**config.mk**
```make
export PLATFORM = sky130hd
export DESIGN_NAME = led_blink_sequencer_flat
export DESIGN_NICKNAME = d
export VERILOG_FILES = /design/src/lbs_pkg.sv /design/src/lbs_if.sv /design/src/led_blink_sequencer.sv /design/src/lbs_regs.sv /design/src/lbs_core.sv /design/src/flat_wrapper.sv
export SDC_FILE = /design/constraint.sdc
export NUM_CORES = 1
export LEC_CHECK = 0
export BUFFER_PORTS_ARGS = -buffer_cell sky130_fd_sc_hd__buf_2
export CAP_MARGIN = 20
export CORE_AREA = 4 4 158 160
export CTS_CLUSTER_DIAMETER = 120
export CTS_CLUSTER_SIZE = 28
export DETAILED_ROUTE_END_ITERATION = 8
export DIE_AREA = 0 0 162 164
export GPL_TIMING_DRIVEN = 0
export SYNTH_ARGS = -nofsm -noshare
export SYNTH_HDL_FRONTEND = slang
export SYNTH_SLANG_ARGS = --single-unit
```
**constraint.sdc**
```tcl
create_clock -name i_clk -period 9.1 [get_ports i_clk]
set_clock_uncertainty 0.2 [all_clocks]
set_input_delay 1.82 -clock i_clk [delete_from_list [all_inputs] [get_ports i_clk]]
set_output_delay 1.82 -clock i_clk [all_outputs]
set_load 0.02 [all_outputs]
```
**src/lbs_pkg.sv**
```systemverilog
// Shared types and constants for the LED blink sequencer.
`default_nettype none

package lbs_pkg;

    localparam int unsigned FIELD_W   = 16;
    localparam int unsigned APB_DW    = 32;
    localparam int unsigned APB_AW    = 3;
    localparam int unsigned TICK_W    = 8;

    localparam logic [TICK_W-1:0] TICK_MS_RESET = 8'd30;

    typedef enum logic {
        REG_TICK_MS = 1'b0,
        REG_NONE    = 1'b1
    } t_reg_idx;

    typedef enum logic {
        OP_TICK = 1'b0,
        OP_LOAD = 1'b1
    } t_opcode;

    typedef enum logic [1:0] {
        PH_IDLE  = 2'd0,
        PH_START = 2'd1,
        PH_LIT   = 2'd2,
        PH_DARK  = 2'd3
    } t_phase;

    typedef struct packed {
        logic               opcode;
        logic [FIELD_W-1:0] on_time;
        logic [FIELD_W-1:0] dark_time;
        logic [FIELD_W-1:0] repeat_count;
    } t_item;

    typedef struct packed {
        logic led_lit;
        logic pattern_active;
    } t_result;

endpackage

`default_nettype wire

```
**src/lbs_if.sv**
```systemverilog
// Valid/ready channel interfaces for command/tick items and results.
`default_nettype none

interface lbs_in_if;
    logic        valid;
    logic        ready;
    logic        opcode;
    logic [15:0] on_time;
    logic [15:0] dark_time;
    logic [15:0] repeat_count;

    modport source (output valid, opcode, on_time, dark_time, repeat_count, input ready);
    modport sink   (input valid, opcode, on_time, dark_time, repeat_count, output ready);
endinterface

interface lbs_out_if;
    logic valid;
    logic ready;
    logic led_lit;
    logic pattern_active;

    modport source (output valid, led_lit, pattern_active, input ready);
    modport sink   (input valid, led_lit, pattern_active, output ready);
endinterface

`default_nettype wire

```
**src/led_blink_sequencer.sv**
```systemverilog
// LED blink sequencer top level: input register, pattern core, result register.
//
// Items arrive on i_in (valid/ready). opcode LOAD latches on_time, dark_time
// and repeat_count and arms a restart; opcode TICK starts an armed pattern
// and then advances it by tick_ms milliseconds. Every item yields exactly
// one result on o_out: led_lit and pattern_active after that item.
// tick_ms is set through the APB port at byte address 0 (reset value 30).
// An accepted item sits in the input register until the result register
// can load; that edge updates the pattern state and loads the result
// register, and the result is then presented on o_out.
// Throughput: one item per cycle unless o_out stalls; the update is a
// single add and compare, so one tick or command is retired every cycle.
// Reset (synchronous, active low) clears the pattern to idle with the LED
// off and empties both registers. When o_out stalls, the result register
// holds, the input register keeps its item, and i_in.ready drops only
// once both are full.
`default_nettype none

module led_blink_sequencer #(
    parameter int unsigned TIME_BITS = 16
) (
    input  wire logic                       i_clk,
    input  wire logic                       i_rst_n,
    lbs_in_if.sink                          i_in,
    lbs_out_if.source                       o_out,
    input  wire logic                       psel,
    input  wire logic                       penable,
    input  wire logic                       pwrite,
    input  wire logic [lbs_pkg::APB_AW-1:0] paddr,
    input  wire logic [lbs_pkg::APB_DW-1:0] pwdata,
    output logic      [lbs_pkg::APB_DW-1:0] prdata,
    output logic                            pready
);
    import lbs_pkg::*;

    logic              r_s1_valid;
    t_item             r_s1_item;
    logic              r_out_valid;
    t_result           r_out;

    logic              w_out_load;
    logic              w_s1_fire;
    logic              w_in_fire;
    t_result           w_result;
    logic [TICK_W-1:0] w_tick_ms;

    lbs_regs u_regs (
        .i_clk     (i_clk),
        .i_rst_n   (i_rst_n),
        .psel      (psel),
        .penable   (penable),
        .pwrite    (pwrite),
        .paddr     (paddr),
        .pwdata    (pwdata),
        .prdata    (prdata),
        .pready    (pready),
        .o_tick_ms (w_tick_ms)
    );

    assign w_out_load = !r_out_valid || o_out.ready;
    assign w_s1_fire  = r_s1_valid && w_out_load;
    assign i_in.ready = !r_s1_valid || w_out_load;
    assign w_in_fire  = i_in.valid && i_in.ready;

    always_ff @(posedge i_clk) begin
        if (!i_rst_n) begin
            r_s1_valid <= 1'b0;
        end else if (i_in.ready) begin
            r_s1_valid <= i_in.valid;
        end
    end

    always_ff @(posedge i_clk) begin
        if (w_in_fire) begin
            r_s1_item.opcode       <= i_in.opcode;
            r_s1_item.on_time      <= i_in.on_time;
            r_s1_item.dark_time    <= i_in.dark_time;
            r_s1_item.repeat_count <= i_in.repeat_count;
        end
    end

    lbs_core #(
        .TIME_BITS (TIME_BITS)
    ) u_core (
        .i_clk     (i_clk),
        .i_rst_n   (i_rst_n),
        .i_fire    (w_s1_fire),
        .i_item    (r_s1_item),
        .i_tick_ms (w_tick_ms),
        .o_result  (w_result)
    );

    always_ff @(posedge i_clk) begin
        if (!i_rst_n) begin
            r_out_valid <= 1'b0;
        end else if (w_out_load) begin
            r_out_valid <= r_s1_valid;
        end
    end

    always_ff @(posedge i_clk) begin
        if (w_s1_fire) begin
            r_out <= w_result;
        end
    end

    assign o_out.valid          = r_out_valid;
    assign o_out.led_lit        = r_out.led_lit;
    assign o_out.pattern_active = r_out.pattern_active;

endmodule

`default_nettype wire

```
**src/lbs_regs.sv**
```systemverilog
// APB configuration register block holding tick_ms.
`default_nettype none

module lbs_regs (
    input  wire logic                       i_clk,
    input  wire logic                       i_rst_n,
    input  wire logic                       psel,
    input  wire logic                       penable,
    input  wire logic                       pwrite,
    input  wire logic [lbs_pkg::APB_AW-1:0] paddr,
    input  wire logic [lbs_pkg::APB_DW-1:0] pwdata,
    output logic      [lbs_pkg::APB_DW-1:0] prdata,
    output logic                            pready,
    output logic      [lbs_pkg::TICK_W-1:0] o_tick_ms
);
    import lbs_pkg::*;

    logic [TICK_W-1:0] r_tick_ms;
    t_reg_idx          w_idx;
    logic              w_wr;

    assign w_idx  = t_reg_idx'(paddr[APB_AW-1]);
    assign w_wr   = psel && penable && pwrite;
    assign pready = 1'b1;

    always_ff @(posedge i_clk) begin
        if (!i_rst_n) begin
            r_tick_ms <= TICK_MS_RESET;
        end else if (w_wr && (w_idx == REG_TICK_MS)) begin
            r_tick_ms <= pwdata[TICK_W-1:0];
        end
    end

    always_comb begin
        prdata = '0;
        case (w_idx)
            REG_TICK_MS: prdata = APB_DW'(r_tick_ms);
            default:     prdata = '0;
        endcase
    end

    assign o_tick_ms = r_tick_ms;

endmodule

`default_nettype wire

```
**src/lbs_core.sv**
```systemverilog
// Pattern state machine: applies one command or tick per transfer.
`default_nettype none

module lbs_core #(
    parameter int unsigned TIME_BITS = 16
) (
    input  wire logic                       i_clk,
    input  wire logic                       i_rst_n,
    input  wire logic                       i_fire,
    input  wire lbs_pkg::t_item             i_item,
    input  wire logic [lbs_pkg::TICK_W-1:0] i_tick_ms,
    output lbs_pkg::t_result                o_result
);
    import lbs_pkg::*;

    // elapsed time can creep upward when the period is shorter than two ticks
    localparam int unsigned EW = TIME_BITS + 32;

    t_phase               r_phase,   n_phase;
    logic                 r_pending, n_pending;
    logic [EW-1:0]        r_elapsed, n_elapsed;
    logic [TIME_BITS-1:0] r_lit,     n_lit;
    logic [TIME_BITS-1:0] r_dark,    n_dark;
    logic [FIELD_W-1:0]   r_periods, n_periods;
    logic                 r_led,     n_led;

    t_phase               w_phase;
    logic [EW-1:0]        w_sum;
    logic [EW-1:0]        w_period;
    logic [31:0]          w_on32;
    logic [31:0]          w_off32;

    assign w_on32   = 32'(i_item.on_time);
    assign w_off32  = 32'(i_item.dark_time);
    assign w_sum    = r_elapsed + EW'(i_tick_ms);
    assign w_period = EW'(r_lit) + EW'(r_dark);

    always_ff @(posedge i_clk) begin
        if (!i_rst_n) begin
            r_phase   <= PH_IDLE;
            r_pending <= 1'b0;
            r_elapsed <= '0;
            r_lit     <= '0;
            r_dark    <= '0;
            r_periods <= '0;
            r_led     <= 1'b0;
        end else begin
            r_phase   <= n_phase;
            r_pending <= n_pending;
            r_elapsed <= n_elapsed;
            r_lit     <= n_lit;
            r_dark    <= n_dark;
            r_periods <= n_periods;
            r_led     <= n_led;
        end
    end

    always_comb begin
        n_phase   = r_phase;
        n_pending = r_pending;
        n_elapsed = r_elapsed;
        n_lit     = r_lit;
        n_dark    = r_dark;
        n_periods = r_periods;
        n_led     = r_led;
        w_phase   = r_pending ? PH_START : r_phase;
        if (i_fire) begin
            if (t_opcode'(i_item.opcode) == OP_LOAD) begin
                n_pending = 1'b1;
                n_lit     = w_on32[TIME_BITS-1:0];
                n_dark    = w_off32[TIME_BITS-1:0];
                n_periods = i_item.repeat_count;
            end else begin
                n_pending = 1'b0;
                case (w_phase)
                    PH_START: begin
                        n_phase = PH_IDLE;
                        if (r_lit != '0) begin
                            n_led = 1'b1;
                            if (r_dark != '0) begin
                                n_elapsed = '0;
                                n_phase   = PH_LIT;
                            end
                        end else begin
                            n_led = 1'b0;
                        end
                    end
                    PH_LIT: begin
                        n_elapsed = w_sum;
                        if (w_sum >= EW'(r_lit)) begin
                            n_led   = 1'b0;
                            n_phase = PH_DARK;
                        end
                    end
                    PH_DARK: begin
                        n_elapsed = w_sum;
                        if (w_sum >= w_period) begin
                            n_elapsed = w_sum - w_period;
                            if (r_periods == FIELD_W'(1)) begin
                                n_led   = 1'b0;
                                n_phase = PH_IDLE;
                            end else begin
                                n_led   = 1'b1;
                                n_phase = PH_LIT;
                                if (r_periods != '0) begin
                                    n_periods = r_periods - FIELD_W'(1);
                                end
                            end
                        end
                    end
                    default: n_phase = w_phase;
                endcase
            end
        end
    end

    assign o_result.led_lit        = n_led;
    assign o_result.pattern_active = (n_phase == PH_LIT) || (n_phase == PH_DARK);

endmodule

`default_nettype wire

```
**src/flat_wrapper.sv**
```systemverilog
// flat-port wrapper written by rule: the top's interface ports become plain ports
module led_blink_sequencer_flat import lbs_pkg::*;
#(
    parameter int unsigned TIME_BITS = 16
)
  (i_clk, i_rst_n, psel, penable, pwrite, paddr, pwdata, prdata, pready, i_in_valid, i_in_opcode, i_in_on_time, i_in_dark_time, i_in_repeat_count, i_in_ready, o_out_valid, o_out_led_lit, o_out_pattern_active, o_out_ready);
  lbs_in_if i_in_i ();
  lbs_out_if o_out_i ();
  input  wire logic i_clk;
  input  wire logic i_rst_n;
  input  wire logic psel;
  input  wire logic penable;
  input  wire logic pwrite;
  input  wire logic [lbs_pkg::APB_AW-1:0] paddr;
  input  wire logic [lbs_pkg::APB_DW-1:0] pwdata;
  output logic      [lbs_pkg::APB_DW-1:0] prdata;
  output logic pready;
  input wire logic [$bits(i_in_i.valid)-1:0] i_in_valid;
  input wire logic [$bits(i_in_i.opcode)-1:0] i_in_opcode;
  input wire logic [$bits(i_in_i.on_time)-1:0] i_in_on_time;
  input wire logic [$bits(i_in_i.dark_time)-1:0] i_in_dark_time;
  input wire logic [$bits(i_in_i.repeat_count)-1:0] i_in_repeat_count;
  output wire logic [$bits(i_in_i.ready)-1:0] i_in_ready;
  output wire logic [$bits(o_out_i.valid)-1:0] o_out_valid;
  output wire logic [$bits(o_out_i.led_lit)-1:0] o_out_led_lit;
  output wire logic [$bits(o_out_i.pattern_active)-1:0] o_out_pattern_active;
  input wire logic [$bits(o_out_i.ready)-1:0] o_out_ready;
  assign i_in_i.valid = i_in_valid;
  assign i_in_i.opcode = i_in_opcode;
  assign i_in_i.on_time = i_in_on_time;
  assign i_in_i.dark_time = i_in_dark_time;
  assign i_in_i.repeat_count = i_in_repeat_count;
  assign i_in_ready = i_in_i.ready;
  assign o_out_valid = o_out_i.valid;
  assign o_out_led_lit = o_out_i.led_lit;
  assign o_out_pattern_active = o_out_i.pattern_active;
  assign o_out_i.ready = o_out_ready;
  led_blink_sequencer #(.TIME_BITS(TIME_BITS)) u_core (.i_clk(i_clk), .i_rst_n(i_rst_n), .i_in(i_in_i), .o_out(o_out_i), .psel(psel), .penable(penable), .pwrite(pwrite), .paddr(paddr), .pwdata(pwdata), .prdata(prdata), .pready(pready));
endmodule
```
==> results.sh <==
export IMPL_grt_util_all_layers=0.2210
export IMPL_period_minus_slack_ns=7.037
export IMPL_die_h_um=164
export IMPL_grt_pass1_wl_mm=47.18
export IMPL_synthArstFlopShare=0
export IMPL_syn_inst=1268
export IMPL_hold_path_class="reg2reg"
export IMPL_io_buffer_count=75
export IMPL_initial_core_util=0.4495
export IMPL_syn_to_final_growth_pct=14.27
export IMPL_maxCapViolCount=0
export IMPL_vdd_ir_drop_max_v=0.0001193
export IMPL_syn_area_mm2=0.01052
export IMPL_finalCritPeriodShare=0.7733
export IMPL_clk_latency_ns=0.45
export IMPL_clock_sinks=161
export IMPL_slowest_delay_ns=0.56
export IMPL_worstSetupStartpointType="register"
export IMPL_coreArea_mm2=0.02340
export IMPL_crit_arrival_ns=7.16
export IMPL_p_per_area_mw_per_mm2=152.5
export IMPL_routed_wl_mm=29.46
export IMPL_setup_viol=0
export IMPL_die_area_mm2=0.02657
export IMPL_synthTopCellsByArea="dfxtp_1 21%, edfxtp_1 15%, ha_1 7.0%"
export IMPL_synth_seq_cells=161
export IMPL_cp_top_family="compound AO/OA/AOI/OAI gates"
export IMPL_crit_type="reg2reg"
export IMPL_fp_row_count=56
export IMPL_outcome="finished clean"
export IMPL_worstPathMaxFanout=10
export IMPL_drt_pass1_iter_count=6
export IMPL_cts_htree_levels=4
export IMPL_clk_pin_slew_ns=0.08
export IMPL_cts_resized_gates=0
export IMPL_synth_top_area_cell="dfxtp_1"
export IMPL_cts_setup_buffers=0
export IMPL_yosys_cell_types_count=74
export IMPL_synth_common_cells="167 x nand2_1, 110 x dfxtp_1, 104 x a21oi_1"
export IMPL_ant_nets=0
export IMPL_cpMaxStageDelayCell="a211oi_1"
export IMPL_path_buf_inv=4
export IMPL_final_cells=1719
export IMPL_hold_viol=0
export IMPL_synth_top_area_share=0.2093
export IMPL_ios=128
export IMPL_antenna_cells=0
export IMPL_rsz0062_at_grt="false"
export IMPL_dp_cells=1687
export IMPL_die_width_um=162
export IMPL_grt_max_degree=35
export IMPL_fill_cells=2321
export IMPL_drive_gt1_frac=0.1207
export IMPL_drv_slew=0
export IMPL_final_nets=1540
export IMPL_maxSlewHeadroom=0.4305
export IMPL_dpl_cell_area_mm2=0.01141
export IMPL_finalSetupTns_ns=0
export IMPL_grt_overflow_total=0
export IMPL_vias=9581
export IMPL_route_detailed_drc=0
export IMPL_synth_avg_cell_area_um2=8.297
export IMPL_cts_tree="yes"
export IMPL_fmax_mhz=142.1
export IMPL_end_kind="register"
export IMPL_grt_antenna_before_repair=0
export IMPL_synth_seq_area_share=0.3549
export IMPL_path_common_cell="nor2_1"
export IMPL_crit_required_ns=9.22
export IMPL_clockBufferDepth=2
export IMPL_dp_hpwl_mm=22.48
export IMPL_synthFlopType="dfxtp_1"
export IMPL_vias_per_cell=5.574
export IMPL_worst_pin_slew_ns=0.8543
export IMPL_synth_edf_count=51
export IMPL_cts_buffers=17
export IMPL_leakagePower_nw=4.676
export IMPL_hold_ws_ns=0.2716
export IMPL_yosys_warnings=0
export IMPL_grt_pass1_vias=8945
export IMPL_root_buffer="clkbuf_16"
export IMPL_yosysMostFrequentCell="nand2_1"
export IMPL_design_area_mm2=0.01202
export IMPL_hold_buffers=0
export IMPL_wl_per_cell_um=17.13
export IMPL_drtIter0Drc=779
export IMPL_place_congestion=0.9388
report_power, final:
part	switching (mW)	internal [mW]	leakage, nW	total, mW
registers	0.0197	0.770	1.39	0.790
logic	0.171	0.114	3.00	0.285
clock network	0.382	0.376	0.292	0.758
total	0.573	1.26	4.68	1.83
logic make-up (layout without fill, tap and decap cells):
group | after synthesis | count (layout) | synth area share
multiplexers | 4 | 4 | 0.003806
buffers and inverters | 130 | 239 | 0.05697
AND/OR/NAND/NOR | 483 | 483 | 0.2290
flip-flops | 161 | 161 | 0.3549
AO/OA/AOI/OAI | 338 | 338 | 0.2055
XOR/XNOR | 88 | 88 | 0.07326
adder cells (fa/ha/maj) | 62 | 62 | 0.07588
other | 2 | 25 | 0.0007139
worst min-delay path: stages (launching register included):
cell	delay (ns)
dfxtp_1	0.31
o21ai_0	0.06
a21oi_1	0.06
flip-flops by register name, summed over array words and instances, names as in the netlist:
register and count:
u_core.u_core.r_pending 1, u_core.o_out.led_lit 1, u_core.u_core.r_elapsed 48, u_core.o_out.pattern_active 1, u_core.u_regs.o_tick_ms 8, u_core.o_out.valid 1
u_core.u_core.r_led 1, u_core.u_core.r_dark 16, u_core.r_s1_valid 1, u_core.u_core.r_periods 16, u_core.r_s1_item 49, u_core.u_core.r_lit 16
u_core.u_core.r_phase 2
cell type report:
type	count	area [um2]	area share
sequential	161	3734	0.3106
buffer	74	389.1	0.03237
timing repair buffer	77	400.4	0.03331
clock inverter	15	188.9	0.01572
clock buffer	17	425.4	0.03539
tap	319	399.1	0.03320
multi-input combinational	1000	6275	0.5220
inverter	56	210.2	0.01749
cells in the final DEF, fill, tap and decap left out, types with 17 or more instances in the layout:
master	synthesis	routed
buf_2	8	84
o211ai_1	18	18
conb_1	2	25
a21o_1	24	24
clkbuf_1	36	36
xor2_1	32	32
o21ai_0	74	74
a21oi_1	104	104
nand3_1	43	43
nand4_1	18	18
ha_1	59	59
nor3_1	46	46
nand2_1	167	167
edfxtp_1	51	51
dfxtp_1	110	110
xnor2_1	56	56
nor2_1	75	75
inv_1	56	56
clkbuf_16	0	17
buf_4	25	25
nor4_1	31	31
final timing paths:
check                               from                          end  slack [ns]  cells past startpoint
max           u_core.u_regs.o_tick_ms[0]  u_core.u_core.r_elapsed[15]        2.06                     25
min          u_core.u_core.r_periods[10]  u_core.u_core.r_periods[10]        0.27                      2
max reg2reg   u_core.u_regs.o_tick_ms[0]  u_core.u_core.r_elapsed[15]        2.06                     25
min reg2reg  u_core.u_core.r_periods[10]  u_core.u_core.r_periods[10]        0.27                      2
per-layer routing:
metal | share of wire | wire (um) | GRT usage
met1 | 0.48 | 14210 | 0.3117
met3 | 0.055 | 1621 | 0.03513
met5 | 0 | 0 | 0
met2 | 0.44 | 12960 | 0.3493
met4 | 0.023 | 664 | 0.06920
metrics by stage:
| step | setup WS (ns) | power [mW] | util |
|---|---|---|---|
| 6_report | 2.063 | 1.833 | 0.5137 |
| 3_3_place_gp | 2.292 | 1.084 | 0.4863 |
| 2_1_floorplan | 3.352 | 1.008 | - |
| 3_5_place_dp | 2.275 | 1.088 | 0.4874 |
| 5_1_grt | 1.582 | 1.907 | 0.5137 |
| 4_1_cts | 2.232 | 1.840 | 0.5137 |
Power figures use the tool's default switching activity.
